`config.mk`:
```
export PLATFORM = sky130hd
export DESIGN_NAME = prthc_sum
export DESIGN_NICKNAME = d
export VERILOG_FILES = /design/src/rtl/prthc_pkg.sv /design/src/rtl/prthc_sum.sv
export SDC_FILE = /design/constraint.sdc
export NUM_CORES = 1
export LEC_CHECK = 0
export BUFFER_PORTS_ARGS = -buffer_cell sky130_fd_sc_hd__buf_2
export CORE_AREA = 5 5 212 214
export DETAILED_ROUTE_END_ITERATION = 8
export DIE_AREA = 0 0 217 219
export PLACE_DENSITY_LB_ADDON = 0.1
export SYNTH_ARGS = -nofsm -noshare
export SYNTH_HDL_FRONTEND = slang
export SYNTH_SLANG_ARGS = --single-unit
```
`constraint.sdc`:
```
create_clock -name clock -period 6.6 [get_ports clock]
set_input_delay 1.65 -clock clock [delete_from_list [all_inputs] [get_ports clock]]
set_output_delay 1.65 -clock clock [all_outputs]
set_load 0.05 [all_outputs]
```
`src/rtl/prthc_pkg.sv`:
```
package prthc_pkg;

   // number formats
   localparam int COORD_W         = 32;
   localparam int COORD_FRAC_BITS = 16;
   localparam int COEF_W          = 16;
   localparam int COEF_FRAC_BITS  = 14;
   localparam int ROW_W           = 3 * COEF_W;
   localparam int PROD_W          = COORD_W + COEF_W;
   localparam int SUM_W           = PROD_W + 2;
   localparam int SHIFT_W         = SUM_W - COEF_FRAC_BITS;
   localparam int RES_W           = SHIFT_W + 1;
   localparam int COLOR_W         = 8;
   localparam int BAND_W          = 4;

   // register map, 8-byte stride
   localparam int CSR_DATA_W = 64;
   localparam int CSR_ADDR_W = 6;
   localparam int CSR_IDX_W  = 3;
   localparam logic [CSR_IDX_W-1:0] REG_ROT_X   = 3'd0;
   localparam logic [CSR_IDX_W-1:0] REG_ROT_Y   = 3'd1;
   localparam logic [CSR_IDX_W-1:0] REG_ROT_Z   = 3'd2;
   localparam logic [CSR_IDX_W-1:0] REG_TRANS_X = 3'd3;
   localparam logic [CSR_IDX_W-1:0] REG_TRANS_Y = 3'd4;
   localparam logic [CSR_IDX_W-1:0] REG_TRANS_Z = 3'd5;

   localparam logic [COEF_W-1:0] COEF_ONE = COEF_W'(1 << COEF_FRAC_BITS);
   localparam logic [ROW_W-1:0]  ROT_X_RESET = {{(2*COEF_W){1'b0}}, COEF_ONE};
   localparam logic [ROW_W-1:0]  ROT_Y_RESET = {{COEF_W{1'b0}}, COEF_ONE, {COEF_W{1'b0}}};
   localparam logic [ROW_W-1:0]  ROT_Z_RESET = {COEF_ONE, {(2*COEF_W){1'b0}}};

   // height thresholds, millimeters rounded to nearest coordinate step
   localparam logic signed [COORD_W-1:0] BAND_T5  =
      COORD_W'(((5 << COORD_FRAC_BITS) + 500) / 1000);
   localparam logic signed [COORD_W-1:0] BAND_T10 =
      COORD_W'(((10 << COORD_FRAC_BITS) + 500) / 1000);
   localparam logic signed [COORD_W-1:0] BAND_T15 =
      COORD_W'(((15 << COORD_FRAC_BITS) + 500) / 1000);
   localparam logic signed [COORD_W-1:0] BAND_T20 =
      COORD_W'(((20 << COORD_FRAC_BITS) + 500) / 1000);
   localparam logic signed [COORD_W-1:0] BAND_T30 =
      COORD_W'(((30 << COORD_FRAC_BITS) + 500) / 1000);

   localparam logic [BAND_W-1:0] BAND_BLUE    = 4'd0;
   localparam logic [BAND_W-1:0] BAND_GREEN   = 4'd1;
   localparam logic [BAND_W-1:0] BAND_RED     = 4'd2;
   localparam logic [BAND_W-1:0] BAND_CYAN    = 4'd3;
   localparam logic [BAND_W-1:0] BAND_YELLOW  = 4'd4;
   localparam logic [BAND_W-1:0] BAND_MAGENTA = 4'd5;
   localparam logic [BAND_W-1:0] BAND_BLACK   = 4'd6;
   localparam logic [BAND_W-1:0] BAND_TEAL    = 4'd7;
   localparam logic [BAND_W-1:0] BAND_OCHRE   = 4'd8;
   localparam logic [BAND_W-1:0] BAND_BROWN   = 4'd9;
   localparam logic [BAND_W-1:0] BAND_WHITE   = 4'd10;

   typedef struct packed {
      logic [2:0][ROW_W-1:0]   rot;
      logic [2:0][COORD_W-1:0] trans;
   } cfg_type;

   typedef struct packed {
      logic [2:0][COORD_W-1:0] pt;
      logic                    last;
   } point_type;

   typedef struct packed {
      logic [8:0][PROD_W-1:0] prod;
      logic                   last;
   } prod_type;

   typedef struct packed {
      logic [2:0][SHIFT_W-1:0] row;
      logic                    last;
   } row_type;

   typedef struct packed {
      logic [2:0][COORD_W-1:0] pt;
      logic                    clip;
      logic                    last;
   } sat_type;

   typedef struct packed {
      logic [2:0][COORD_W-1:0] pt;
      logic [COLOR_W-1:0]      red;
      logic [COLOR_W-1:0]      green;
      logic [COLOR_W-1:0]      blue;
      logic [BAND_W-1:0]       band;
      logic                    clip;
      logic                    last;
   } rsp_type;

   // {red, green, blue}
   function automatic logic [3*COLOR_W-1:0] band_color(input logic [BAND_W-1:0] band);
      logic [3*COLOR_W-1:0] rgb;
      case (band)
         BAND_BLUE:    rgb = {8'd0,   8'd0,   8'd255};
         BAND_GREEN:   rgb = {8'd0,   8'd255, 8'd0};
         BAND_RED:     rgb = {8'd255, 8'd0,   8'd0};
         BAND_CYAN:    rgb = {8'd0,   8'd255, 8'd255};
         BAND_YELLOW:  rgb = {8'd255, 8'd255, 8'd0};
         BAND_MAGENTA: rgb = {8'd255, 8'd0,   8'd255};
         BAND_BLACK:   rgb = {8'd0,   8'd0,   8'd0};
         BAND_TEAL:    rgb = {8'd3,   8'd168, 8'd158};
         BAND_OCHRE:   rgb = {8'd199, 8'd97,  8'd20};
         BAND_BROWN:   rgb = {8'd128, 8'd42,  8'd42};
         default:      rgb = {8'd255, 8'd255, 8'd255};
      endcase
      return rgb;
   endfunction

endpackage

```
`src/rtl/prthc_sum.sv`:
```
module prthc_sum
   import prthc_pkg::*;
(
   input  logic     clock,
   input  logic     reset,
   input  logic     up_valid,
   output logic     up_ready,
   input  prod_type up_data,
   output logic     dn_valid,
   input  logic     dn_ready,
   output row_type  dn_data
);

   logic              valid_ff, valid_in;
   row_type           data_ff, data_in;
   logic [SUM_W-1:0]  sum [3];

   // row sum, then floor shift = drop the low fraction bits
   always_comb begin
      data_in.last = up_data.last;
      for (int r = 0; r < 3; r++) begin
         sum[r] = {{(SUM_W-PROD_W){up_data.prod[3*r][PROD_W-1]}},   up_data.prod[3*r]}
                + {{(SUM_W-PROD_W){up_data.prod[3*r+1][PROD_W-1]}}, up_data.prod[3*r+1]}
                + {{(SUM_W-PROD_W){up_data.prod[3*r+2][PROD_W-1]}}, up_data.prod[3*r+2]};
         data_in.row[r] = sum[r][SUM_W-1:COEF_FRAC_BITS];
      end
   end

   assign up_ready = !valid_ff || dn_ready;
   assign valid_in = up_ready ? up_valid : valid_ff;

   always_ff @(posedge clock) begin
      if (reset) begin
         valid_ff <= 1'b0;
      end else begin
         valid_ff <= valid_in;
      end
   end

   always_ff @(posedge clock) begin
      if (up_valid && up_ready) begin
         data_ff <= data_in;
      end
   end

   assign dn_valid = valid_ff;
   assign dn_data  = data_ff;

endmodule

```
==> results.toml <==
[yosys]
synthTopCellsByArea = "edfxtp_1 24%, fa_1 20%, ha_1 13%"
async_reset_ff_share_pct = 0
synth_commonest_cells = "150 x inv_1, 146 x a21oi_1, 144 x ha_1, 141 x fa_1, 109 x edfxtp_1"
syn_inst = 1432
synth_nets = 2154
yosys.area.top_type = "edfxtp_1"
yosys_most_used_dff = "edfxtp_1"
synth.most_common_cell = "inv_1"
ys_ff_latch = 110
yosysWarnings = 0
synth_top_area_share_pct = 23.6
avgSynthCellArea_um2 = 9.70
synth-seq-area-share_pct = 23.7
yosysUniqueCellTypes = 67
synth-edff-count = 109
syn_area_um2 = 13900

[min_path]
min_path_type = "flop to flop"
whs_path_depth = 2
hold_path_startpoint = "dn_valid$_SDFFE_PP0N_"
hold_path_end = "dn_valid$_SDFFE_PP0N_"

[power_and_ir_drop]
internal_power_uw = 2410
irDropWorstVdd_mv = 0.138
p_leak_uw = 0.00839
p_sw_uw = 2330
finalPower_uw = 4730
p_comb_share_pct = 62.8
sw_frac_of_total_pct = 49.1
seqPwrFrac_pct = 23.4
powerDensity_nw_per_um2 = 270
pwr-share-clk_pct = 13.8

[floorplanning]
initial_utilization_pct = 32.5
fp.dieArea_um2 = 47500
die_x_um = 217
io_pins = 548
core_um2 = 42700
rows = 76
die_h_um = 219

[sta]
finalMaxSlewViolations = 0
grt_setup_unrepaired = "false"
slew_headroom_pct = 45.6
fin_crit_ps = 4960
hold_violations = 0
setup_slack_ps = 1640
finalCritPeriodShare_pct = 75.1
hold_ws_ps = 519
tightest_slew_ps = 816
clock_skew_ps = 8.20
fmax_mhz = 202
setup_viol = 0
finalSetupTns_ps = 0

[clock_network]
clock_path_buffers = 2
cts_num_sinks = 110
post-cts-setup-buffers = 0
cts_buffers = 9
h-tree-depth = 3
hold_buffers = 0
clk_pin_slew_ps = 80
cts-root-buf = "clkbuf_16"
clkLatencyLatePin_ps = 380
tritoncts = "yes"
cts_resized = 0

[setup_path]
rrSetupSlack_ps = 4420
cp.required_ps = 6740
path_class = "input port to flop"
reg2reg_to = "dn_data[9]$_DFFE_PP_"
critPathCaptureType = "flop"
reg2reg_from = "dn_valid$_SDFFE_PP0N_"
crit_fanout = 5
critPathLaunchType = "input port"
rr_worst_depth = 3
arrival_ps = 5100

[global_routing]
track_usage_pct = 20.2
grt_overflow = 0
grt_pass1_vias = 13180
grt_max_degree = 54
grt_pass1_wl_um = 75400
antenna_found_initial = 1

[drt]
ant_nets = 0
via_per_inst = 5.12
drc = 0
vias = 12782
dr.pass1.iters = 5
wl_per_cell_um = 19.9
routed_wl_um = 49600
drt_iter0_drc = 727

[cells_and_area]
fillers = 4331
seq_area_um2 = 3290
layout.cells.non_filler = 2498
multi_input_area_um2 = 9870
syn_to_final_growth_pct = 25.9
n_antenna_cell = 0
layout-drive-gt1-share_pct = 30.1
layout.nets = 2669

[status]
status = "complete, no violations"

[placement]
dp_slack_ps = 1280
dp_hpwl_um = 43200
io_buffers = 547
place_inst = 2482
gp_congestion = 0.890

[run]
cap_violations = 0
registers in the layout, summed over array words and instances, names as in the netlist:
name / flops
dn_data: 109
dn_valid: 1
worst max-delay path by stage:
stage | start | slack, ps | to | depth (start not counted)
2_1_floorplan | dn_ready | 1410 | dn_data[0]$_DFFE_PP_ | 2
3_3_place_gp | up_data[298] | 1330 | dn_data[104]$_DFFE_PP_ | 15
3_5_place_dp | up_data[298] | 1280 | dn_data[104]$_DFFE_PP_ | 15
4_1_cts | up_data[298] | 1700 | dn_data[104]$_DFFE_PP_ | 15
5_1_grt | up_data[298] | 1470 | dn_data[104]$_DFFE_PP_ | 15
6_report | up_data[149] | 1640 | dn_data[68]$_DFFE_PP_ | 14
kinds of logic (layout without fill, tap and decap cells):
logic type      Yosys count  in the layout  share of synthesized area [%]
xor+xnor                 98             98                           6.18
fa+ha+maj               285            285                           33.3
mux                       4              4                          0.297
simple gates            312            312                           11.2
flops                   110            110                           23.7
compound gates          427            427                           20.1
buf+inv                 196            716                           5.29
metal layers:
layer	share of wire, %	vias up	global-route usage [%]
met1	43	6158	26.2
met4	1.2	2	3.71
met2	50	414	35.5
li1	-	6179	-
met5	0.026	-	0
met3	5.9	29	4.19
power groups by stage:
stage | clock network [uW] | registers [uW] | logic (uW)
final | 652 | 1110 | 2970
after global routing | 704 | 1120 | 3240
after global placement | 0 | 1120 | 2980
after detailed placement | 0 | 1120 | 2980
after floorplan | 0 | 1730 | 1470
after CTS | 678 | 1110 | 3000
critical path, cell delays in order:
cell and delay (ps):
buf_2 100, inv_1 60, fa_1 530, inv_1 50, ha_1 300, nand4b_1 100, o22ai_1 270, or4_1 220
a31oi_2 130, o31a_4 410, o31ai_1 530, o21ai_0 350, o21ai_0 290, xnor2_1 90
placed cells by master, fill, tap and decap left out, drive strengths merged, types with 5 or more instances in the layout:
cell type	netlist	final
a21oi	148	148
nand4	47	47
nor2b	13	13
clkbuf	46	13
a211oi	15	15
and3	10	10
o21a	7	7
nand3	26	26
o41ai	5	5
a221o	6	6
o21ai	74	74
o21bai	26	26
o31ai	12	12
nor3	28	28
a21o	74	74
and2	7	7
inv	150	150
xor2	43	43
buf	0	550
nand2	90	90
ha	144	144
or3	5	5
edfxtp	109	109
a31oi	20	20
xnor2	55	55
fa	141	141
nor2	57	57
nand2b	8	8
o221ai	5	5
area by class of cell:
cell class	instances	share of cell area (%)
Multi-Input combinational cell	1126	56.4
Inverter	150	3.22
Sequential cell	110	18.8
Timing Repair Buffer	550	15.8
Tap cell	546	3.90
Clock inverter	3	0.393
Clock buffer	13	1.49
per-stage QoR:
stage	utilization, %	cell area [um2]
2_1_floorplan	-	13900
3_3_place_gp	40.2	17200
3_5_place_dp	40.2	17200
4_1_cts	41.0	17500
5_1_grt	41.0	17500
6_report	41.0	17500
Note: power is estimated with default switching activity, not from simulation.
