[src/rtl/prthc_pkg.sv]
package prthc_pkg;

   // number formats
   localparam int COORD_W         = 32;
   localparam int COORD_FRAC_BITS = 16;
   localparam int COEF_W          = 16;
   localparam int COEF_FRAC_BITS  = 14;
   localparam int ROW_W           = 3 * COEF_W;
   localparam int PROD_W          = COORD_W + COEF_W;
   localparam int SUM_W           = PROD_W + 2;
   localparam int SHIFT_W         = SUM_W - COEF_FRAC_BITS;
   localparam int RES_W           = SHIFT_W + 1;
   localparam int COLOR_W         = 8;
   localparam int BAND_W          = 4;

   // register map, 8-byte stride
   localparam int CSR_DATA_W = 64;
   localparam int CSR_ADDR_W = 6;
   localparam int CSR_IDX_W  = 3;
   localparam logic [CSR_IDX_W-1:0] REG_ROT_X   = 3'd0;
   localparam logic [CSR_IDX_W-1:0] REG_ROT_Y   = 3'd1;
   localparam logic [CSR_IDX_W-1:0] REG_ROT_Z   = 3'd2;
   localparam logic [CSR_IDX_W-1:0] REG_TRANS_X = 3'd3;
   localparam logic [CSR_IDX_W-1:0] REG_TRANS_Y = 3'd4;
   localparam logic [CSR_IDX_W-1:0] REG_TRANS_Z = 3'd5;

   localparam logic [COEF_W-1:0] COEF_ONE = COEF_W'(1 << COEF_FRAC_BITS);
   localparam logic [ROW_W-1:0]  ROT_X_RESET = {{(2*COEF_W){1'b0}}, COEF_ONE};
   localparam logic [ROW_W-1:0]  ROT_Y_RESET = {{COEF_W{1'b0}}, COEF_ONE, {COEF_W{1'b0}}};
   localparam logic [ROW_W-1:0]  ROT_Z_RESET = {COEF_ONE, {(2*COEF_W){1'b0}}};

   // height thresholds, millimeters rounded to nearest coordinate step
   localparam logic signed [COORD_W-1:0] BAND_T5  =
      COORD_W'(((5 << COORD_FRAC_BITS) + 500) / 1000);
   localparam logic signed [COORD_W-1:0] BAND_T10 =
      COORD_W'(((10 << COORD_FRAC_BITS) + 500) / 1000);
   localparam logic signed [COORD_W-1:0] BAND_T15 =
      COORD_W'(((15 << COORD_FRAC_BITS) + 500) / 1000);
   localparam logic signed [COORD_W-1:0] BAND_T20 =
      COORD_W'(((20 << COORD_FRAC_BITS) + 500) / 1000);
   localparam logic signed [COORD_W-1:0] BAND_T30 =
      COORD_W'(((30 << COORD_FRAC_BITS) + 500) / 1000);

   localparam logic [BAND_W-1:0] BAND_BLUE    = 4'd0;
   localparam logic [BAND_W-1:0] BAND_GREEN   = 4'd1;
   localparam logic [BAND_W-1:0] BAND_RED     = 4'd2;
   localparam logic [BAND_W-1:0] BAND_CYAN    = 4'd3;
   localparam logic [BAND_W-1:0] BAND_YELLOW  = 4'd4;
   localparam logic [BAND_W-1:0] BAND_MAGENTA = 4'd5;
   localparam logic [BAND_W-1:0] BAND_BLACK   = 4'd6;
   localparam logic [BAND_W-1:0] BAND_TEAL    = 4'd7;
   localparam logic [BAND_W-1:0] BAND_OCHRE   = 4'd8;
   localparam logic [BAND_W-1:0] BAND_BROWN   = 4'd9;
   localparam logic [BAND_W-1:0] BAND_WHITE   = 4'd10;

   typedef struct packed {
      logic [2:0][ROW_W-1:0]   rot;
      logic [2:0][COORD_W-1:0] trans;
   } cfg_type;

   typedef struct packed {
      logic [2:0][COORD_W-1:0] pt;
      logic                    last;
   } point_type;

   typedef struct packed {
      logic [8:0][PROD_W-1:0] prod;
      logic                   last;
   } prod_type;

   typedef struct packed {
      logic [2:0][SHIFT_W-1:0] row;
      logic                    last;
   } row_type;

   typedef struct packed {
      logic [2:0][COORD_W-1:0] pt;
      logic                    clip;
      logic                    last;
   } sat_type;

   typedef struct packed {
      logic [2:0][COORD_W-1:0] pt;
      logic [COLOR_W-1:0]      red;
      logic [COLOR_W-1:0]      green;
      logic [COLOR_W-1:0]      blue;
      logic [BAND_W-1:0]       band;
      logic                    clip;
      logic                    last;
   } rsp_type;

   // {red, green, blue}
   function automatic logic [3*COLOR_W-1:0] band_color(input logic [BAND_W-1:0] band);
      logic [3*COLOR_W-1:0] rgb;
      case (band)
         BAND_BLUE:    rgb = {8'd0,   8'd0,   8'd255};
         BAND_GREEN:   rgb = {8'd0,   8'd255, 8'd0};
         BAND_RED:     rgb = {8'd255, 8'd0,   8'd0};
         BAND_CYAN:    rgb = {8'd0,   8'd255, 8'd255};
         BAND_YELLOW:  rgb = {8'd255, 8'd255, 8'd0};
         BAND_MAGENTA: rgb = {8'd255, 8'd0,   8'd255};
         BAND_BLACK:   rgb = {8'd0,   8'd0,   8'd0};
         BAND_TEAL:    rgb = {8'd3,   8'd168, 8'd158};
         BAND_OCHRE:   rgb = {8'd199, 8'd97,  8'd20};
         BAND_BROWN:   rgb = {8'd128, 8'd42,  8'd42};
         default:      rgb = {8'd255, 8'd255, 8'd255};
      endcase
      return rgb;
   endfunction

endpackage

[src/rtl/prthc_csr.sv]
module prthc_csr
   import prthc_pkg::*;
(
   input  logic                  clock,
   input  logic                  reset,
   input  logic                  csr_psel,
   input  logic                  csr_penable,
   input  logic                  csr_pwrite,
   input  logic [CSR_ADDR_W-1:0] csr_paddr,
   input  logic [CSR_DATA_W-1:0] csr_pwdata,
   output logic [CSR_DATA_W-1:0] csr_prdata,
   output logic                  csr_pready,
   output cfg_type               cfg
);

   logic [ROW_W-1:0]   rot_x_ff, rot_y_ff, rot_z_ff;
   logic [COORD_W-1:0] trans_x_ff, trans_y_ff, trans_z_ff;
   logic               wr_en;
   logic [CSR_IDX_W-1:0] idx;

   assign csr_pready = 1'b1;
   assign idx        = csr_paddr[CSR_ADDR_W-1:CSR_ADDR_W-CSR_IDX_W];
   assign wr_en      = csr_psel && csr_penable && csr_pwrite && csr_pready;

   always_ff @(posedge clock) begin
      if (reset) begin
         rot_x_ff   <= ROT_X_RESET;
         rot_y_ff   <= ROT_Y_RESET;
         rot_z_ff   <= ROT_Z_RESET;
         trans_x_ff <= '0;
         trans_y_ff <= '0;
         trans_z_ff <= '0;
      end else if (wr_en) begin
         case (idx)
            REG_ROT_X:   rot_x_ff   <= csr_pwdata[ROW_W-1:0];
            REG_ROT_Y:   rot_y_ff   <= csr_pwdata[ROW_W-1:0];
            REG_ROT_Z:   rot_z_ff   <= csr_pwdata[ROW_W-1:0];
            REG_TRANS_X: trans_x_ff <= csr_pwdata[COORD_W-1:0];
            REG_TRANS_Y: trans_y_ff <= csr_pwdata[COORD_W-1:0];
            REG_TRANS_Z: trans_z_ff <= csr_pwdata[COORD_W-1:0];
            default: ;
         endcase
      end
   end

   always_comb begin
      case (idx)
         REG_ROT_X:   csr_prdata = {{(CSR_DATA_W-ROW_W){1'b0}}, rot_x_ff};
         REG_ROT_Y:   csr_prdata = {{(CSR_DATA_W-ROW_W){1'b0}}, rot_y_ff};
         REG_ROT_Z:   csr_prdata = {{(CSR_DATA_W-ROW_W){1'b0}}, rot_z_ff};
         REG_TRANS_X: csr_prdata = {{(CSR_DATA_W-COORD_W){1'b0}}, trans_x_ff};
         REG_TRANS_Y: csr_prdata = {{(CSR_DATA_W-COORD_W){1'b0}}, trans_y_ff};
         REG_TRANS_Z: csr_prdata = {{(CSR_DATA_W-COORD_W){1'b0}}, trans_z_ff};
         default:     csr_prdata = '0;
      endcase
   end

   assign cfg.rot   = {rot_z_ff, rot_y_ff, rot_x_ff};
   assign cfg.trans = {trans_z_ff, trans_y_ff, trans_x_ff};

endmodule

[config.mk]
export PLATFORM = sky130hd
export DESIGN_NAME = prthc_csr
export DESIGN_NICKNAME = d
export VERILOG_FILES = /design/src/rtl/prthc_pkg.sv /design/src/rtl/prthc_csr.sv
export SDC_FILE = /design/constraint.sdc
export NUM_CORES = 1
export LEC_CHECK = 0
export BUFFER_PORTS_ARGS = -buffer_cell sky130_fd_sc_hd__clkbuf_2
export CAP_MARGIN = 30
export CORE_MARGIN = 2
export CORE_UTILIZATION = 46
export DETAILED_ROUTE_END_ITERATION = 10
export GPL_ROUTABILITY_DRIVEN = 1
export PLACE_DENSITY = 0.77
export SETUP_SLACK_MARGIN = 0.05
export SLEW_MARGIN = 20
export SYNTH_ARGS = -nofsm -noshare
export SYNTH_HDL_FRONTEND = slang
export SYNTH_SLANG_ARGS = --single-unit
[constraint.sdc]
create_clock -name clock -period 1.21 [get_ports clock]
set_input_delay 0.121 -clock clock [delete_from_list [all_inputs] [get_ports clock]]
set_output_delay 0.121 -clock clock [all_outputs]
set_load 0.005 [all_outputs]
==> impl_metrics.json <==
{
  "status": "complete, but fails checks",
  "violations": "negative setup slack",
  "clockBufferDepth": 3,
  "rsz0062_at_grt": "yes",
  "setup_viol": 69,
  "antenna_found_initial": 0,
  "final_antenna_net_count": 0,
  "final_cell_mix": "clkbuf_2 (239), nand2b_1 (238), dfxtp_2 (223)",
  "layout.cells.non_filler": 2062,
  "synth-seq-area-share_pct": 41.56,
  "r2r_slack_ns": 0.23,
  "worst_clock_skew_ns": 0,
  "dieArea_um2": 26420,
  "die_x_um": 162.5,
  "drv_cap": 0,
  "drt_iter0_drc": 947,
  "final-hold-violation-count": 0,
  "worst_pin_slew_ns": 0.5158,
  "hp-class": "input pin to flop",
  "wl_mm": 47.69,
  "core_um2": 24890,
  "gr-usage-all-layers_pct": 31.91,
  "cts_root_buffer": "clkbuf_16",
  "vdd_drop_max_mv": 0.8422,
  "placedCellCount": 1870,
  "cp_max_fo": 2,
  "portBuffers": 343,
  "min_path_cells": 3,
  "worstSetupStartpointType": "flop",
  "syn-cell-area_um2": 11560,
  "r2r_cells": 3,
  "clk_pin_slew_ns": 0.06,
  "holdWs_ns": 0.04213,
  "rows": 58,
  "startpoint": "rot_x_ff[24]",
  "grt_pass1_vias": 11680,
  "power_per_cell_area_nw_per_um2": 1014,
  "grt_pass1_wl_mm": 66.07,
  "yosys.cell_types.count": 34,
  "cts.sinks": 240,
  "ys.flop_type": "dfxtp_1",
  "fin_crit_sh_pct": 153.7,
  "ios": 380,
  "final_area_um2": 18310,
  "worst_slew_margin_rel_pct": 65.61,
  "reg2reg_to": "rot_z_ff[35]",
  "vias_per_cell": 5.744,
  "maxSlewViolCount": 0,
  "synthCells": 1170,
  "drive_gt1_share_pct": 56.81,
  "setup_ws_ns": -0.6496,
  "power.leakage_nw": 8.670,
  "pre_cts_ws_ns": -0.3564,
  "post_drt_wl_per_cell_um": 23.13,
  "synth-edff-count": 0,
  "avgSynthCellArea_um2": 9.881,
  "ys_warn_count": 0,
  "drc": 0,
  "gp_congestion": 0.8508,
  "worst-setup-path-type": "flop to output port",
  "ctsHtreeMaxLevel": 1,
  "hp-start": "reset",
  "clk_latency_ns": 0.52,
  "synth_seq_cells": 240,
  "cp.required_ns": 1.09,
  "dpl.hpwl_mm": 28.81,
  "layout_commonest_cell": "clkbuf_2",
  "arrival_ns": 1.74,
  "async_flop_share_pct": 0,
  "dr.pass1.iters": 7,
  "cts_buffers": 26,
  "start_util_pct": 46.45,
  "grt_max_degree": 42,
  "critPathCaptureType": "output port",
  "clock.fmax_mhz": 537.7,
  "rr_startpoint": "rot_z_ff[35]",
  "fin_crit_ns": 1.860,
  "antennaDiodeCount": 0,
  "die_h_um": 162.5,
  "hold_path_end": "rot_x_ff[18]",
  "fin_setup_tns_ns": -19.89,
  "num_vias": 11840,
  "nets": 1788,
  "cts_tree": "built",
  "dpl-instance-area_um2": 14530,
  "area_delta_synth_final_pct": 58.40,
  "overflow": 0
}
-- final cells by class --
type / count / area, µm²
Tap cell: 330 / 412.9
Sequential cell: 240 / 5121
Inverter: 1 / 3.754
Clock inverter: 8 / 127.6
Multi-Input combinational cell: 821 / 6529
Fill cell: 1593 / 6579
Timing Repair Buffer: 623 / 5318
Clock buffer: 39 / 800.8
-- cell families (layout without fill, tap and decap cells) --
logic type | count (synthesis) | in the layout | share of synthesized area (%)
simple gates | 329 | 329 | 17.11
mux | 272 | 272 | 24.44
flops | 240 | 240 | 41.56
compound gates | 203 | 203 | 10.94
buf+inv | 124 | 671 | 5.887
other cells | 2 | 17 | 0.06496
-- report_power, final --
group | switching, mW | leakage (nW) | internal, mW
Combinational | 1.03 | 6.17 | 0.910
Sequential | 0.0557 | 2.05 | 7.94
Clock | 3.42 | 0.451 | 5.21
Total | 4.51 | 8.67 | 14.1
-- metrics by stage --
stage,total power [mW],util (%)
floorplan,8.998,-
global placement,9.732,58.37
detailed placement,9.753,58.37
CTS,18.41,69.13
global route,19.01,73.57
finish,18.57,73.57
-- worst max-delay path, cell delays in order (launching register included) --
cell and delay (ns):
dfxtp_2 0.32, mux2_4 0.27, a221oi_2 0.34, a21oi_2 0.13, clkbuf_2 0.14
-- per-layer routing --
metal,track usage (%),up-vias,routed length [µm],share of wire [%]
met5,0,-,0,0
met4,15.41,0,2744,5.8
met3,6.544,219,4192,8.8
met2,55.94,732,23290,49
met1,37.22,5706,17460,37
li1,-,5187,-,-
-- worst max path at each step --
stage	endpoint	slack, ns	cells after the start
after floorplan	csr_prdata[13]	0.04	5
after global placement	csr_prdata[14]	-0.35	7
after detailed placement	csr_prdata[14]	-0.36	7
after CTS	csr_prdata[3]	-0.54	3
after global routing	csr_prdata[24]	-0.65	4
final	csr_prdata[24]	-0.65	4
-- synthesized netlist by cell type, types with 2 or more instances --
library cell  count  share of area (%)
dfxtp_1         240                 42
nand2b_1        239                 13
mux2i_1         208                 18
o21ai_0          68                2.9
mux2_2           62                6.0
a21oi_1          55                2.4
clkbuf_1         53                1.7
nand3_1          48                2.1
buf_4            36                2.3
a22oi_1          35                2.3
buf_2            26                1.1
nor2_1           22               0.71
a32oi_1          17                1.3
a2bb2oi_1        16                1.2
a221oi_1          8               0.61
buf_6             6               0.58
nor2b_1           5               0.27
nand2_1           3              0.097
a22o_1            2               0.15
and2_1            2               0.11
clkbuf_2          2              0.087
conb_1            2              0.065
mux4_2            2               0.39
nand2_2           2               0.11
o21ai_1           2              0.087
-- repair_timing --
| action | in CTS | in global routing |
|---|---|---|
| pin swaps | 24 | 18 |
| hold buffers | 48 | 0 |
| hold endpoints to repair | 218 | 0 |
| resized for setup | 327 | 261 |
| setup endpoints to repair | 164 | 198 |
| setup buffers | 71 | 55 |
-- registers in the layout, summed over array words and instances, names as in the netlist --
register / count
trans_z_ff: 32
trans_x_ff: 32
trans_y_ff: 32
rot_y_ff: 48
rot_z_ff: 48
rot_x_ff: 48
Note: power is estimated with default switching activity, not from simulation.
