<file path="config.mk">
export PLATFORM = sky130hd
export DESIGN_NAME = prthc_band
export DESIGN_NICKNAME = d
export VERILOG_FILES = /design/src/rtl/prthc_pkg.sv /design/src/rtl/prthc_band.sv
export SDC_FILE = /design/constraint.sdc
export NUM_CORES = 1
export LEC_CHECK = 0
export BUFFER_PORTS_ARGS = -buffer_cell sky130_fd_sc_hd__buf_2
export CELL_PAD_IN_SITES_DETAIL_PLACEMENT = 1
export CELL_PAD_IN_SITES_GLOBAL_PLACEMENT = 2
export CORE_AREA = 2 2 124 126
export DETAILED_ROUTE_END_ITERATION = 16
export DIE_AREA = 0 0 126 128
export GPL_ROUTABILITY_DRIVEN = 0
export PLACE_DENSITY_LB_ADDON = 0.1
export SLEW_MARGIN = 15
export SYNTH_ARGS = -nofsm -noshare
export SYNTH_HDL_FRONTEND = slang
export SYNTH_SLANG_ARGS = --single-unit
</file>
<file path="constraint.sdc">
create_clock -name clock -period 10.1 [get_ports clock]
set_input_delay 0.505 -clock clock [delete_from_list [all_inputs] [get_ports clock]]
set_output_delay 0.505 -clock clock [all_outputs]
set_load 0.005 [all_outputs]
</file>
<file path="src/rtl/prthc_pkg.sv">
package prthc_pkg;

   // number formats
   localparam int COORD_W         = 32;
   localparam int COORD_FRAC_BITS = 16;
   localparam int COEF_W          = 16;
   localparam int COEF_FRAC_BITS  = 14;
   localparam int ROW_W           = 3 * COEF_W;
   localparam int PROD_W          = COORD_W + COEF_W;
   localparam int SUM_W           = PROD_W + 2;
   localparam int SHIFT_W         = SUM_W - COEF_FRAC_BITS;
   localparam int RES_W           = SHIFT_W + 1;
   localparam int COLOR_W         = 8;
   localparam int BAND_W          = 4;

   // register map, 8-byte stride
   localparam int CSR_DATA_W = 64;
   localparam int CSR_ADDR_W = 6;
   localparam int CSR_IDX_W  = 3;
   localparam logic [CSR_IDX_W-1:0] REG_ROT_X   = 3'd0;
   localparam logic [CSR_IDX_W-1:0] REG_ROT_Y   = 3'd1;
   localparam logic [CSR_IDX_W-1:0] REG_ROT_Z   = 3'd2;
   localparam logic [CSR_IDX_W-1:0] REG_TRANS_X = 3'd3;
   localparam logic [CSR_IDX_W-1:0] REG_TRANS_Y = 3'd4;
   localparam logic [CSR_IDX_W-1:0] REG_TRANS_Z = 3'd5;

   localparam logic [COEF_W-1:0] COEF_ONE = COEF_W'(1 << COEF_FRAC_BITS);
   localparam logic [ROW_W-1:0]  ROT_X_RESET = {{(2*COEF_W){1'b0}}, COEF_ONE};
   localparam logic [ROW_W-1:0]  ROT_Y_RESET = {{COEF_W{1'b0}}, COEF_ONE, {COEF_W{1'b0}}};
   localparam logic [ROW_W-1:0]  ROT_Z_RESET = {COEF_ONE, {(2*COEF_W){1'b0}}};

   // height thresholds, millimeters rounded to nearest coordinate step
   localparam logic signed [COORD_W-1:0] BAND_T5  =
      COORD_W'(((5 << COORD_FRAC_BITS) + 500) / 1000);
   localparam logic signed [COORD_W-1:0] BAND_T10 =
      COORD_W'(((10 << COORD_FRAC_BITS) + 500) / 1000);
   localparam logic signed [COORD_W-1:0] BAND_T15 =
      COORD_W'(((15 << COORD_FRAC_BITS) + 500) / 1000);
   localparam logic signed [COORD_W-1:0] BAND_T20 =
      COORD_W'(((20 << COORD_FRAC_BITS) + 500) / 1000);
   localparam logic signed [COORD_W-1:0] BAND_T30 =
      COORD_W'(((30 << COORD_FRAC_BITS) + 500) / 1000);

   localparam logic [BAND_W-1:0] BAND_BLUE    = 4'd0;
   localparam logic [BAND_W-1:0] BAND_GREEN   = 4'd1;
   localparam logic [BAND_W-1:0] BAND_RED     = 4'd2;
   localparam logic [BAND_W-1:0] BAND_CYAN    = 4'd3;
   localparam logic [BAND_W-1:0] BAND_YELLOW  = 4'd4;
   localparam logic [BAND_W-1:0] BAND_MAGENTA = 4'd5;
   localparam logic [BAND_W-1:0] BAND_BLACK   = 4'd6;
   localparam logic [BAND_W-1:0] BAND_TEAL    = 4'd7;
   localparam logic [BAND_W-1:0] BAND_OCHRE   = 4'd8;
   localparam logic [BAND_W-1:0] BAND_BROWN   = 4'd9;
   localparam logic [BAND_W-1:0] BAND_WHITE   = 4'd10;

   typedef struct packed {
      logic [2:0][ROW_W-1:0]   rot;
      logic [2:0][COORD_W-1:0] trans;
   } cfg_type;

   typedef struct packed {
      logic [2:0][COORD_W-1:0] pt;
      logic                    last;
   } point_type;

   typedef struct packed {
      logic [8:0][PROD_W-1:0] prod;
      logic                   last;
   } prod_type;

   typedef struct packed {
      logic [2:0][SHIFT_W-1:0] row;
      logic                    last;
   } row_type;

   typedef struct packed {
      logic [2:0][COORD_W-1:0] pt;
      logic                    clip;
      logic                    last;
   } sat_type;

   typedef struct packed {
      logic [2:0][COORD_W-1:0] pt;
      logic [COLOR_W-1:0]      red;
      logic [COLOR_W-1:0]      green;
      logic [COLOR_W-1:0]      blue;
      logic [BAND_W-1:0]       band;
      logic                    clip;
      logic                    last;
   } rsp_type;

   // {red, green, blue}
   function automatic logic [3*COLOR_W-1:0] band_color(input logic [BAND_W-1:0] band);
      logic [3*COLOR_W-1:0] rgb;
      case (band)
         BAND_BLUE:    rgb = {8'd0,   8'd0,   8'd255};
         BAND_GREEN:   rgb = {8'd0,   8'd255, 8'd0};
         BAND_RED:     rgb = {8'd255, 8'd0,   8'd0};
         BAND_CYAN:    rgb = {8'd0,   8'd255, 8'd255};
         BAND_YELLOW:  rgb = {8'd255, 8'd255, 8'd0};
         BAND_MAGENTA: rgb = {8'd255, 8'd0,   8'd255};
         BAND_BLACK:   rgb = {8'd0,   8'd0,   8'd0};
         BAND_TEAL:    rgb = {8'd3,   8'd168, 8'd158};
         BAND_OCHRE:   rgb = {8'd199, 8'd97,  8'd20};
         BAND_BROWN:   rgb = {8'd128, 8'd42,  8'd42};
         default:      rgb = {8'd255, 8'd255, 8'd255};
      endcase
      return rgb;
   endfunction

endpackage

</file>
<file path="src/rtl/prthc_band.sv">
module prthc_band
   import prthc_pkg::*;
(
   input  logic    clock,
   input  logic    reset,
   input  logic    up_valid,
   output logic    up_ready,
   input  sat_type up_data,
   output logic    dn_valid,
   input  logic    dn_ready,
   output rsp_type dn_data
);

   logic                        valid_ff, valid_in;
   rsp_type                     data_ff, data_in;
   logic signed [COORD_W-1:0]   y;
   logic [BAND_W-1:0]           band;

   assign y = $signed(up_data.pt[1]);

   // first match wins; zero height is blue
   always_comb begin
      if (y <= 0 && y >= -BAND_T5) begin
         band = BAND_BLUE;
      end else if (y < -BAND_T5 && y >= -BAND_T10) begin
         band = BAND_GREEN;
      end else if (y < -BAND_T10 && y >= -BAND_T15) begin
         band = BAND_RED;
      end else if (y < -BAND_T15 && y >= -BAND_T20) begin
         band = BAND_CYAN;
      end else if (y < -BAND_T20 && y >= -BAND_T30) begin
         band = BAND_YELLOW;
      end else if (y < -BAND_T30) begin
         band = BAND_MAGENTA;
      end else if (y < BAND_T5) begin
         band = BAND_BLACK;
      end else if (y < BAND_T10) begin
         band = BAND_TEAL;
      end else if (y < BAND_T15) begin
         band = BAND_OCHRE;
      end else if (y < BAND_T20) begin
         band = BAND_BROWN;
      end else begin
         band = BAND_WHITE;
      end
   end

   always_comb begin
      data_in.pt   = up_data.pt;
      {data_in.red, data_in.green, data_in.blue} = band_color(band);
      data_in.band = band;
      data_in.clip = up_data.clip;
      data_in.last = up_data.last;
   end

   assign up_ready = !valid_ff || dn_ready;
   assign valid_in = up_ready ? up_valid : valid_ff;

   always_ff @(posedge clock) begin
      if (reset) begin
         valid_ff <= 1'b0;
      end else begin
         valid_ff <= valid_in;
      end
   end

   always_ff @(posedge clock) begin
      if (up_valid && up_ready) begin
         data_ff <= data_in;
      end
   end

   assign dn_valid = valid_ff;
   assign dn_data  = data_ff;

endmodule

</file>
==> results.sh <==
export IMPL_status="completed"
export IMPL_cp_data_required_time_ps=10250
export IMPL_antenna_found_initial=0
export IMPL_cp_start_kind="input port"
export IMPL_drtPass1Iterations=4
export IMPL_report_final_slew_viol_count=0
export IMPL_ys_warn_count=0
export IMPL_synth_cell_area_um2=4500
export IMPL_core_area_um2=14900
export IMPL_synth_area_per_cell_um2=17.6
export IMPL_clockBufferDepth=2
export IMPL_wl_per_cell_um=18.7
export IMPL_cts_resized=0
export IMPL_ant_nets=0
export IMPL_synthArstFlopShare=0
export IMPL_leakagePower_nw=2.56
export IMPL_synth_ff_type="edfxtp_1"
export IMPL_num_vias=3225
export IMPL_fin_area_um2=6300
export IMPL_cts_inserted_buffers=17
export IMPL_routed_wl_mm=12.9
export IMPL_die_w_um=126
export IMPL_layout_cells_non_filler=687
export IMPL_hold_path_class="in -> reg"
export IMPL_num_io_pins=230
export IMPL_dp_hpwl_mm=9.72
export IMPL_peakVddDrop_uv=101
export IMPL_die_area_um2=16100
export IMPL_syn_nets=361
export IMPL_hold_depth=2
export IMPL_rrSetupSlack_ps=7860
export IMPL_setup_viol=0
export IMPL_yosysTopAreaCellShare=0.781
export IMPL_ys_ff_latch=118
export IMPL_grt_pass1_vias=3268
export IMPL_die_h_um=128
export IMPL_grt_pass1_wl_mm=19.1
export IMPL_grt_total_usage=0.159
export IMPL_final_nets=591
export IMPL_rsz0062_at_grt="no"
export IMPL_area_growth_pct=40.0
export IMPL_grt_overflow=0
export IMPL_preCtsSetupSlack_ps=6380
export IMPL_worst_pin_slew_ps=1030
export IMPL_synth_distinct_cells=52
export IMPL_final_util=0.424
export IMPL_clock_skew_final_ps=5.42
export IMPL_placed_cell_area_um2=5760
export IMPL_fin_setup_tns_ps=0
export IMPL_fin_ws_ps=6720
export IMPL_final_layout_size_suffix_gt1_frac=0.549
export IMPL_max_freq_mhz=296
export IMPL_yosysSeqAreaShare=0.786
export IMPL_initial_core_util=0.303
export IMPL_rows=45
export IMPL_netlist_instances=256
export IMPL_path_max_fanout=12
export IMPL_worst_path_buf_inv=2
export IMPL_min_to="dn_valid"
export IMPL_cap_viol_max_count=0
export IMPL_synthTopCellsByArea="edfxtp_1 78%, a221o_1 1.8%, buf_4 1.7%"
export IMPL_cellPowerDensity_nw_per_um2=194
export IMPL_synth_edff_count=117
export IMPL_portBuffers=229
export IMPL_period_needed_ps=3380
export IMPL_drc=0
export IMPL_clkLatencyLatePin_ps=410
export IMPL_arrival_ps=3520
export IMPL_cts_sinks=118
export IMPL_worstReg2RegEnd="dn_data[10]"
export IMPL_cpPeakStageDelay_ps=800
export IMPL_finalHoldViolCount=0
export IMPL_crit_chain="buf_2 -> nor4_1 -> and4_1 -> nand3_1 -> o311ai_2 -> inv_1 -> ha_1 -> a22o_1 -> o21bai_1"
export IMPL_cpLargestDelayFamily="compound AO/OA/AOI/OAI gates"
export IMPL_ctsRootBufferMaster="clkbuf_16"
export IMPL_min_from="reset"
export IMPL_cts_hold_buf=0
export IMPL_yosys_area_top_type="edfxtp_1"
export IMPL_critPathCaptureType="flip-flop"
export IMPL_insertedDiodeCount=0
export IMPL_regToRegStartpoint="dn_valid"
export IMPL_grt_max_degree=81
export IMPL_dp_cells=655
export IMPL_h_tree_depth=4
export IMPL_cts_tree="done"
export IMPL_initialDrtViolationCount=233
export IMPL_rr_worst_depth=3
export IMPL_postCtsSetupBuffers=0
export IMPL_post_route_period_util=0.334
export IMPL_relSlewSlack=0.311
export IMPL_path_clk_slew_ps=50
export IMPL_crit_slowest_cell="o311ai_2"
export IMPL_critPathLaunch="up_data[57]"
export IMPL_via_per_inst=4.69
export IMPL_worstSetupPathType="in -> reg"
state kept, by name, indices dropped and copies added, names as in the netlist:
register  count
dn_data     117
dn_valid      1
synthesized netlist by cell type (all sizes together) (2+ instances only):
cell / number
a211oi: 2
a21oi: 7
a221o: 8
a31oi: 2
and2: 3
and3: 2
and4: 2
buf: 18
edfxtp: 117
ha: 3
inv: 9
nand2: 8
nand2b: 3
nand3: 4
nand4: 10
nor2: 8
nor3: 6
nor4: 9
o2111ai: 2
o21a: 2
o21ai: 4
o21bai: 2
o31a: 2
o31ai: 3
o41ai: 2
worst max path at each step:
stage                     cells past startpoint     endpoint  slack (ps)
final                                         9  dn_data[11]        6720
after global routing                          9  dn_data[11]        6560
after CTS                                     9  dn_data[11]        6800
after detailed placement                      9  dn_data[11]        6380
after global placement                        9  dn_data[11]        6440
after floorplan                               2   dn_data[0]        6240
routing by layer:
| metal | track usage | share of wire | up-vias | wire length, um |
|---|---|---|---|---|
| met4 | 0.0659 | 0.015 | 0 | 187 |
| li1 | - | - | 1492 | - |
| met5 | 0 | 0 | - | 0 |
| met1 | 0.194 | 0.42 | 1591 | 5460 |
| met2 | 0.264 | 0.50 | 128 | 6430 |
| met3 | 0.0476 | 0.061 | 14 | 786 |
kinds of logic (layout without fill, tap and decap cells):
kind of cell	count (synthesis)	after routing	share of synthesized area
simple gates	62	62	0.0840
compound gates	45	45	0.0851
buf+inv	28	271	0.0370
flops	118	118	0.786
fa+ha+maj	3	3	0.00835
power breakdown:
part	leakage (nW)	internal, W	switching, W	total [W]
combinational	1.16	0.0000415	0.0000543	0.0000958
sequential	1.13	0.000574	0.00000696	0.000581
clock	0.259	0.000334	0.000211	0.000545
through the flow:
stage	hold slack, ps	power, W
2_1_floorplan	522	0.000631
6_report	250	0.00122
5_1_grt	242	0.00127
3_5_place_dp	516	0.000689
4_1_cts	230	0.00124
3_3_place_gp	504	0.000687
layout by cell type, fill, tap and decap left out, types with 2 or more instances in the layout:
cell,instances
o21ai_0,4
nand4_1,10
and2_1,2
clkinv_2,6
nor2_1,7
buf_2,229
and4_1,2
o2111ai_1,2
nor3_1,6
nand3_1,4
a211oi_1,2
clkbuf_16,17
nand2b_1,3
o21a_1,2
o31ai_1,2
clkinvlp_4,4
nor4_2,2
inv_1,9
ha_1,3
nor4_1,7
o21bai_1,2
a21oi_1,7
nand2_1,7
a221o_1,8
edfxtp_1,117
a31oi_1,2
worst reg2reg max path, delay by kind of cell (launching register included):
family	cells	cell delay [ps]
flip-flops	1	310
AND/OR/NAND/NOR	2	580
buffers and inverters	1	880
layout make-up:
| type | count | area (um2) |
|---|---|---|
| inverters | 9 | 33.8 |
| well taps | 188 | 235 |
| fillers | 1585 | 8570 |
| multi-input cells | 110 | 801 |
| flip-flops and latches | 118 | 3530 |
| clock buffers | 18 | 429 |
| repair buffers | 230 | 1150 |
| clock inverters | 14 | 111 |
Note: power is estimated with default switching activity, not from simulation.
