===== src/rtl/prthc_pkg.sv =====
package prthc_pkg;

   // number formats
   localparam int COORD_W         = 32;
   localparam int COORD_FRAC_BITS = 16;
   localparam int COEF_W          = 16;
   localparam int COEF_FRAC_BITS  = 14;
   localparam int ROW_W           = 3 * COEF_W;
   localparam int PROD_W          = COORD_W + COEF_W;
   localparam int SUM_W           = PROD_W + 2;
   localparam int SHIFT_W         = SUM_W - COEF_FRAC_BITS;
   localparam int RES_W           = SHIFT_W + 1;
   localparam int COLOR_W         = 8;
   localparam int BAND_W          = 4;

   // register map, 8-byte stride
   localparam int CSR_DATA_W = 64;
   localparam int CSR_ADDR_W = 6;
   localparam int CSR_IDX_W  = 3;
   localparam logic [CSR_IDX_W-1:0] REG_ROT_X   = 3'd0;
   localparam logic [CSR_IDX_W-1:0] REG_ROT_Y   = 3'd1;
   localparam logic [CSR_IDX_W-1:0] REG_ROT_Z   = 3'd2;
   localparam logic [CSR_IDX_W-1:0] REG_TRANS_X = 3'd3;
   localparam logic [CSR_IDX_W-1:0] REG_TRANS_Y = 3'd4;
   localparam logic [CSR_IDX_W-1:0] REG_TRANS_Z = 3'd5;

   localparam logic [COEF_W-1:0] COEF_ONE = COEF_W'(1 << COEF_FRAC_BITS);
   localparam logic [ROW_W-1:0]  ROT_X_RESET = {{(2*COEF_W){1'b0}}, COEF_ONE};
   localparam logic [ROW_W-1:0]  ROT_Y_RESET = {{COEF_W{1'b0}}, COEF_ONE, {COEF_W{1'b0}}};
   localparam logic [ROW_W-1:0]  ROT_Z_RESET = {COEF_ONE, {(2*COEF_W){1'b0}}};

   // height thresholds, millimeters rounded to nearest coordinate step
   localparam logic signed [COORD_W-1:0] BAND_T5  =
      COORD_W'(((5 << COORD_FRAC_BITS) + 500) / 1000);
   localparam logic signed [COORD_W-1:0] BAND_T10 =
      COORD_W'(((10 << COORD_FRAC_BITS) + 500) / 1000);
   localparam logic signed [COORD_W-1:0] BAND_T15 =
      COORD_W'(((15 << COORD_FRAC_BITS) + 500) / 1000);
   localparam logic signed [COORD_W-1:0] BAND_T20 =
      COORD_W'(((20 << COORD_FRAC_BITS) + 500) / 1000);
   localparam logic signed [COORD_W-1:0] BAND_T30 =
      COORD_W'(((30 << COORD_FRAC_BITS) + 500) / 1000);

   localparam logic [BAND_W-1:0] BAND_BLUE    = 4'd0;
   localparam logic [BAND_W-1:0] BAND_GREEN   = 4'd1;
   localparam logic [BAND_W-1:0] BAND_RED     = 4'd2;
   localparam logic [BAND_W-1:0] BAND_CYAN    = 4'd3;
   localparam logic [BAND_W-1:0] BAND_YELLOW  = 4'd4;
   localparam logic [BAND_W-1:0] BAND_MAGENTA = 4'd5;
   localparam logic [BAND_W-1:0] BAND_BLACK   = 4'd6;
   localparam logic [BAND_W-1:0] BAND_TEAL    = 4'd7;
   localparam logic [BAND_W-1:0] BAND_OCHRE   = 4'd8;
   localparam logic [BAND_W-1:0] BAND_BROWN   = 4'd9;
   localparam logic [BAND_W-1:0] BAND_WHITE   = 4'd10;

   typedef struct packed {
      logic [2:0][ROW_W-1:0]   rot;
      logic [2:0][COORD_W-1:0] trans;
   } cfg_type;

   typedef struct packed {
      logic [2:0][COORD_W-1:0] pt;
      logic                    last;
   } point_type;

   typedef struct packed {
      logic [8:0][PROD_W-1:0] prod;
      logic                   last;
   } prod_type;

   typedef struct packed {
      logic [2:0][SHIFT_W-1:0] row;
      logic                    last;
   } row_type;

   typedef struct packed {
      logic [2:0][COORD_W-1:0] pt;
      logic                    clip;
      logic                    last;
   } sat_type;

   typedef struct packed {
      logic [2:0][COORD_W-1:0] pt;
      logic [COLOR_W-1:0]      red;
      logic [COLOR_W-1:0]      green;
      logic [COLOR_W-1:0]      blue;
      logic [BAND_W-1:0]       band;
      logic                    clip;
      logic                    last;
   } rsp_type;

   // {red, green, blue}
   function automatic logic [3*COLOR_W-1:0] band_color(input logic [BAND_W-1:0] band);
      logic [3*COLOR_W-1:0] rgb;
      case (band)
         BAND_BLUE:    rgb = {8'd0,   8'd0,   8'd255};
         BAND_GREEN:   rgb = {8'd0,   8'd255, 8'd0};
         BAND_RED:     rgb = {8'd255, 8'd0,   8'd0};
         BAND_CYAN:    rgb = {8'd0,   8'd255, 8'd255};
         BAND_YELLOW:  rgb = {8'd255, 8'd255, 8'd0};
         BAND_MAGENTA: rgb = {8'd255, 8'd0,   8'd255};
         BAND_BLACK:   rgb = {8'd0,   8'd0,   8'd0};
         BAND_TEAL:    rgb = {8'd3,   8'd168, 8'd158};
         BAND_OCHRE:   rgb = {8'd199, 8'd97,  8'd20};
         BAND_BROWN:   rgb = {8'd128, 8'd42,  8'd42};
         default:      rgb = {8'd255, 8'd255, 8'd255};
      endcase
      return rgb;
   endfunction

endpackage


===== src/rtl/prthc_sat.sv =====
module prthc_sat
   import prthc_pkg::*;
(
   input  logic    clock,
   input  logic    reset,
   input  cfg_type cfg,
   input  logic    up_valid,
   output logic    up_ready,
   input  row_type up_data,
   output logic    dn_valid,
   input  logic    dn_ready,
   output sat_type dn_data
);

   localparam logic [COORD_W-1:0] COORD_MAX = {1'b0, {(COORD_W-1){1'b1}}};
   localparam logic [COORD_W-1:0] COORD_MIN = {1'b1, {(COORD_W-1){1'b0}}};

   logic              valid_ff, valid_in;
   sat_type           data_ff, data_in;
   logic [RES_W-1:0]  res [3];
   logic [RES_W-COORD_W:0] top [3];
   logic [2:0]        ovf;

   always_comb begin
      data_in.last = up_data.last;
      for (int r = 0; r < 3; r++) begin
         res[r] = {up_data.row[r][SHIFT_W-1], up_data.row[r]}
                + {{(RES_W-COORD_W){cfg.trans[r][COORD_W-1]}}, cfg.trans[r]};
         // in range only if the bits above bit 30 all match
         top[r] = res[r][RES_W-1:COORD_W-1];
         ovf[r] = (top[r] != '0) && (top[r] != '1);
         if (!ovf[r]) begin
            data_in.pt[r] = res[r][COORD_W-1:0];
         end else if (res[r][RES_W-1]) begin
            data_in.pt[r] = COORD_MIN;
         end else begin
            data_in.pt[r] = COORD_MAX;
         end
      end
      data_in.clip = |ovf;
   end

   assign up_ready = !valid_ff || dn_ready;
   assign valid_in = up_ready ? up_valid : valid_ff;

   always_ff @(posedge clock) begin
      if (reset) begin
         valid_ff <= 1'b0;
      end else begin
         valid_ff <= valid_in;
      end
   end

   always_ff @(posedge clock) begin
      if (up_valid && up_ready) begin
         data_ff <= data_in;
      end
   end

   assign dn_valid = valid_ff;
   assign dn_data  = data_ff;

endmodule


===== config.mk =====
export PLATFORM = sky130hd
export DESIGN_NAME = prthc_sat
export DESIGN_NICKNAME = d
export VERILOG_FILES = /design/src/rtl/prthc_pkg.sv /design/src/rtl/prthc_sat.sv
export SDC_FILE = /design/constraint.sdc
export NUM_CORES = 1
export LEC_CHECK = 0
export BUFFER_PORTS_ARGS = -buffer_cell sky130_fd_sc_hd__buf_2
export CORE_AREA = 2 2 175 177
export DETAILED_ROUTE_END_ITERATION = 7
export DIE_AREA = 0 0 177 179
export PLACE_DENSITY = 0.63
export RECOVER_POWER = 50
export SETUP_SLACK_MARGIN = 0.4
export SYNTH_ARGS = -nofsm -noshare
export SYNTH_HDL_FRONTEND = slang
export SYNTH_SLANG_ARGS = --single-unit

===== constraint.sdc =====
create_clock -name clock -period 4.11 [get_ports clock]
set_clock_uncertainty 0.2 [all_clocks]
set_input_delay 0.6165 -clock clock [delete_from_list [all_inputs] [get_ports clock]]
set_output_delay 0.6165 -clock clock [all_outputs]
set_load 0.05 [all_outputs]

==> run summary <==
* worst-case headroom to the max-slew limit: -0.416
* clock tree from TritonCTS: yes
* crit path buf inv count: 5
* total number of yosys warnings: 0
* final setup vio count: 0
* placeable core region: 30000 um^2
* Multi-input gate area: 7160 um^2
* type of origin of the critical path: input port
* Clk Latency, worst-skew pair: 0.36 ns
* worst endpoint data arrival time: 3.64 ns
* FF+latch count, synth: 99
* worst reg2reg path startpoint: dn_valid$_SDFFE_PP0N_
* critical path's top delay family: compound AO/OA/AOI/OAI gates
* most instantiated flip-flop cell in the synthesis netlist: sky130_fd_sc_hd__edfxtp_1
* maximum buffer depth of the clock tree: 2
* initial cell density of the core: 0.336
* worst setup path endpoint: dn_data[56]$_DFFE_PP_
* Post-Place Cells: 1923
* average wire per standard cell: 17.2 um
* Worst Setup SP: cfg[32]
* synthesized cell area: 10100 um^2
* f_max: 276 MHz
* net count after synthesis: 1648
* failing checks: max-capacitance violations, max-slew violations
* overall routing resource usage: 0.201
* FF-to-FF End: dn_data[97]$_DFFE_PP_
* synth-to-layout area growth: 32.2%
* path length in cells of the critical path: 17
* top library cells by usage in the layout, fill and taps aside: sky130_fd_sc_hd__buf_2 (207), sky130_fd_sc_hd__a21oi_1 (152), sky130_fd_sc_hd__ha_1 (103)
* post-route non-filler standard cell count: 1953
* RSZ-0062 raised after global routing: no
* Final Power: 4.45 mW
* half-perimeter wire length after placement: 26.6 mm
* mean instance size in the synthesized netlist: 8.53 um^2
* time the worst path needs with I/O delays and setup: 3.63 ns
* post-synthesis cell type count: 71
* DR vias: 10500
* part of the power in combinational logic: 0.511
* total clock buffers created by CTS: 9
* Tightest Hold Check Type: in -> reg
* aggregate routed wire length: 33.6 mm
* series of cell instances along the critical path: buf_4 > ha_4 > inv_1 > fa_2 > nor2b_4 > buf_4 > o2111ai_2 > nand3_2 > a31oi_2 > nor3_2 > a21oi_2 > xnor2_2 > nand4_1 > o31ai_4 > clkinv_4 > clkbuf_16 > o21ai_1
* fraction of layout instances using a drive strength above 1: 0.256
* Max FO, Critical Path: 7
* Switching Share: 0.430
* reported net switching power: 1.91 mW
* via density per instance: 5.38
* number of pins with negative max-slew slack in the final report: 45
* peak ir drop on the vdd network: 0.178 mV
* number of levels in the clock H-tree: 3
* Int Pwr: 2.53 mW
* run status: finished, violations left
* Filler cells: 3029
* power density relative to cell area: 333 nW/um^2
* register cell area after layout: 2960 um^2
* FP Rows: 64
* via count of the first global-routing pass: 9722
* cell at the root of the clock tree: sky130_fd_sc_hd__clkbuf_16
* maximum number of pins on one net before global-route repair: 55
* 1st-iter DRT viols: 720
* height of the die: 179 um
* Clock power frac: 0.189
* Antenna Violating Nets Remaining: 0
* slack of the worst reg-to-reg path: 0.98 ns
* Final Hold Viols: 0
* sequential fraction of the synthesis area: 0.293
* die area: 31700 um^2
* number of synthesized flops with an enable pin: 98
* number of maximum-capacitance violations: 1
* largest stage delay on the critical path: 0.39 ns
* part of the power in registers: 0.300
* sort of element at the end of the critical path: flop
* share of the cycle needed by the critical path after routing: 0.882
* CP dominant cell by count: sky130_fd_sc_hd__buf_4
* static power due to leakage: 5.80 nW
* required time reported for the critical path endpoint: 4.12 ns
* buffers added on ports: 308
* GRT overflow: 0
* number of nets in the layout: 2015
* worst-margin pin slew: 2.12 ns
* total I/O pin count: 453
* Crit Path Class: in -> reg
* cell count of the worst reg-to-reg path: 3
* wire length of the first global-routing pass: 50.3 mm
* CTS sink count: 99
* width of the die: 177 um
* cell with the biggest individual delay on the critical path: sky130_fd_sc_hd__fa_2
* clock transition at the register clock pins on the worst setup and hold paths after CTS: 0.08 ns
* number of antenna violations at the first check in global routing: 1
* most common cell after layout, fill and taps aside: sky130_fd_sc_hd__buf_2
* Gate Count Post-Synth: 1184
* Async S/R FF share, synth: 0
* number of design rule violations left after detail routing: 0
* number of iterations in the first detailed-routing pass: 5
* routability congestion estimate from global placement: 0.918
[final cells by class]
class | instances | share of cell area
diodes | 1 | 0.000187
clock buffers | 10 | 0.0171
clock inverters | 6 | 0.00318
inverters | 43 | 0.0125
multi-input cells | 995 | 0.536
flip-flops and latches | 99 | 0.222
well taps | 396 | 0.0371
repair buffers | 403 | 0.172
[cell usage after synthesis, types with 3 or more instances]
cell type	n	area (um^2)
sky130_fd_sc_hd__a21oi_1	160	801
sky130_fd_sc_hd__ha_1	108	1350
sky130_fd_sc_hd__edfxtp_1	98	2940
sky130_fd_sc_hd__nand2_1	98	368
sky130_fd_sc_hd__nor2_1	88	330
sky130_fd_sc_hd__a21o_1	67	503
sky130_fd_sc_hd__o21ai_0	63	315
sky130_fd_sc_hd__xnor2_1	58	508
sky130_fd_sc_hd__inv_1	41	154
sky130_fd_sc_hd__xor2_1	33	289
sky130_fd_sc_hd__clkbuf_1	32	120
sky130_fd_sc_hd__nand3_1	25	125
sky130_fd_sc_hd__nor3_1	25	125
sky130_fd_sc_hd__o21ai_1	25	125
sky130_fd_sc_hd__nand4_1	21	131
sky130_fd_sc_hd__o21bai_1	19	143
sky130_fd_sc_hd__a31oi_1	13	81.3
sky130_fd_sc_hd__and3_1	13	81.3
sky130_fd_sc_hd__buf_2	13	65.1
sky130_fd_sc_hd__o21a_1	13	97.6
sky130_fd_sc_hd__and2_1	12	75.1
sky130_fd_sc_hd__nand2b_1	12	75.1
sky130_fd_sc_hd__nor2b_1	12	75.1
sky130_fd_sc_hd__o211ai_1	10	75.1
sky130_fd_sc_hd__a211oi_1	8	60.1
sky130_fd_sc_hd__a31o_2	8	70.1
sky130_fd_sc_hd__o31ai_1	8	60.1
sky130_fd_sc_hd__and4_1	6	52.6
sky130_fd_sc_hd__a211o_1	5	43.8
sky130_fd_sc_hd__a21boi_0	5	37.5
sky130_fd_sc_hd__nor3b_1	5	37.5
sky130_fd_sc_hd__a221oi_1	4	35.0
sky130_fd_sc_hd__a22oi_1	4	30.0
sky130_fd_sc_hd__mux2i_1	4	40.0
sky130_fd_sc_hd__o2111ai_1	4	35.0
sky130_fd_sc_hd__or2_2	4	25.0
sky130_fd_sc_hd__a2bb2oi_1	3	26.3
sky130_fd_sc_hd__a311oi_1	3	26.3
sky130_fd_sc_hd__fa_1	3	60.1
sky130_fd_sc_hd__o41a_1	3	33.8
sky130_fd_sc_hd__or3_1	3	18.8
[metal layers]
layer | global-route usage | up-vias | part of all wire
met5 | 0 | - | 0
met4 | 0.0468 | 0 | 0.012
met3 | 0.0301 | 30 | 0.069
met2 | 0.300 | 413 | 0.43
met1 | 0.300 | 4867 | 0.49
li1 | - | 5190 | -
[metrics by stage]
step            util  area, um^2  hold slack, ns  setup TNS, ns  setup slack, ns
5_1_grt        0.445       13400           0.209              0            0.347
3_3_place_gp   0.422       12700           0.485          -1.18          -0.0829
2_1_floorplan      -       10100           0.486              0            0.405
4_1_cts        0.432       13000           0.182              0            0.403
6_report       0.445       13400           0.206              0            0.484
3_5_place_dp   0.422       12700           0.495          -4.06           -0.145
[worst register-to-register path, cell delays in order, from the launching register on]
cell and delay [ns]:
sky130_fd_sc_hd__dfxtp_1 0.36, sky130_fd_sc_hd__nand2b_1 0.21, sky130_fd_sc_hd__and2_1 1.60, sky130_fd_sc_hd__buf_12 0.40
[sequential cells by signal, summed over array words and instances (netlist names)]
| signal | flops |
|---|---|
| dn_data | 98 |
| dn_valid | 1 |
[worst min-delay path by stage]
stage               cells past startpoint  slack [ns]             startpoint                     to
floorplan                               1        0.49                  reset  dn_valid$_SDFFE_PP0N_
global placement                        2        0.49  dn_valid$_SDFFE_PP0N_  dn_valid$_SDFFE_PP0N_
detailed placement                      2        0.49  dn_valid$_SDFFE_PP0N_  dn_valid$_SDFFE_PP0N_
CTS                                     2        0.18                  reset  dn_valid$_SDFFE_PP0N_
global route                            2        0.21                  reset  dn_valid$_SDFFE_PP0N_
finish                                  2        0.21                  reset  dn_valid$_SDFFE_PP0N_
[what timing repair did]
action | in CTS | in global routing
resized for setup | 9 | 73
hold buffers | 0 | 0
pin swaps | 1 | 23
cloned | 0 | 2
buffers inserted | 0 | 11
endpoints found under the setup margin | 76 | 94
[power groups by stage]
stage          logic (mW)  registers (mW)  clock network (mW)
2_1_floorplan        1.07            1.79                   0
3_3_place_gp         2.15            1.35                   0
3_5_place_dp         2.16            1.35                   0
4_1_cts              2.18            1.33               0.870
5_1_grt              2.46            1.34               0.896
6_report             2.27            1.33               0.842
[logic make-up (layout without fill, tap and decap cells)]
group / Yosys count / after routing / share of synthesized area
other: 0 / 1 / 0
XOR/XNOR: 91 / 91 / 0.0789
multiplexers: 4 / 4 / 0.00396
flip-flops: 99 / 99 / 0.293
AND/OR/NAND/NOR: 338 / 338 / 0.163
adder cells (fa/ha/maj): 111 / 111 / 0.140
buffers and inverters: 90 / 462 / 0.0365
AO/OA/AOI/OAI: 451 / 451 / 0.285
No activity file was read; power rests on OpenSTA's default activity.
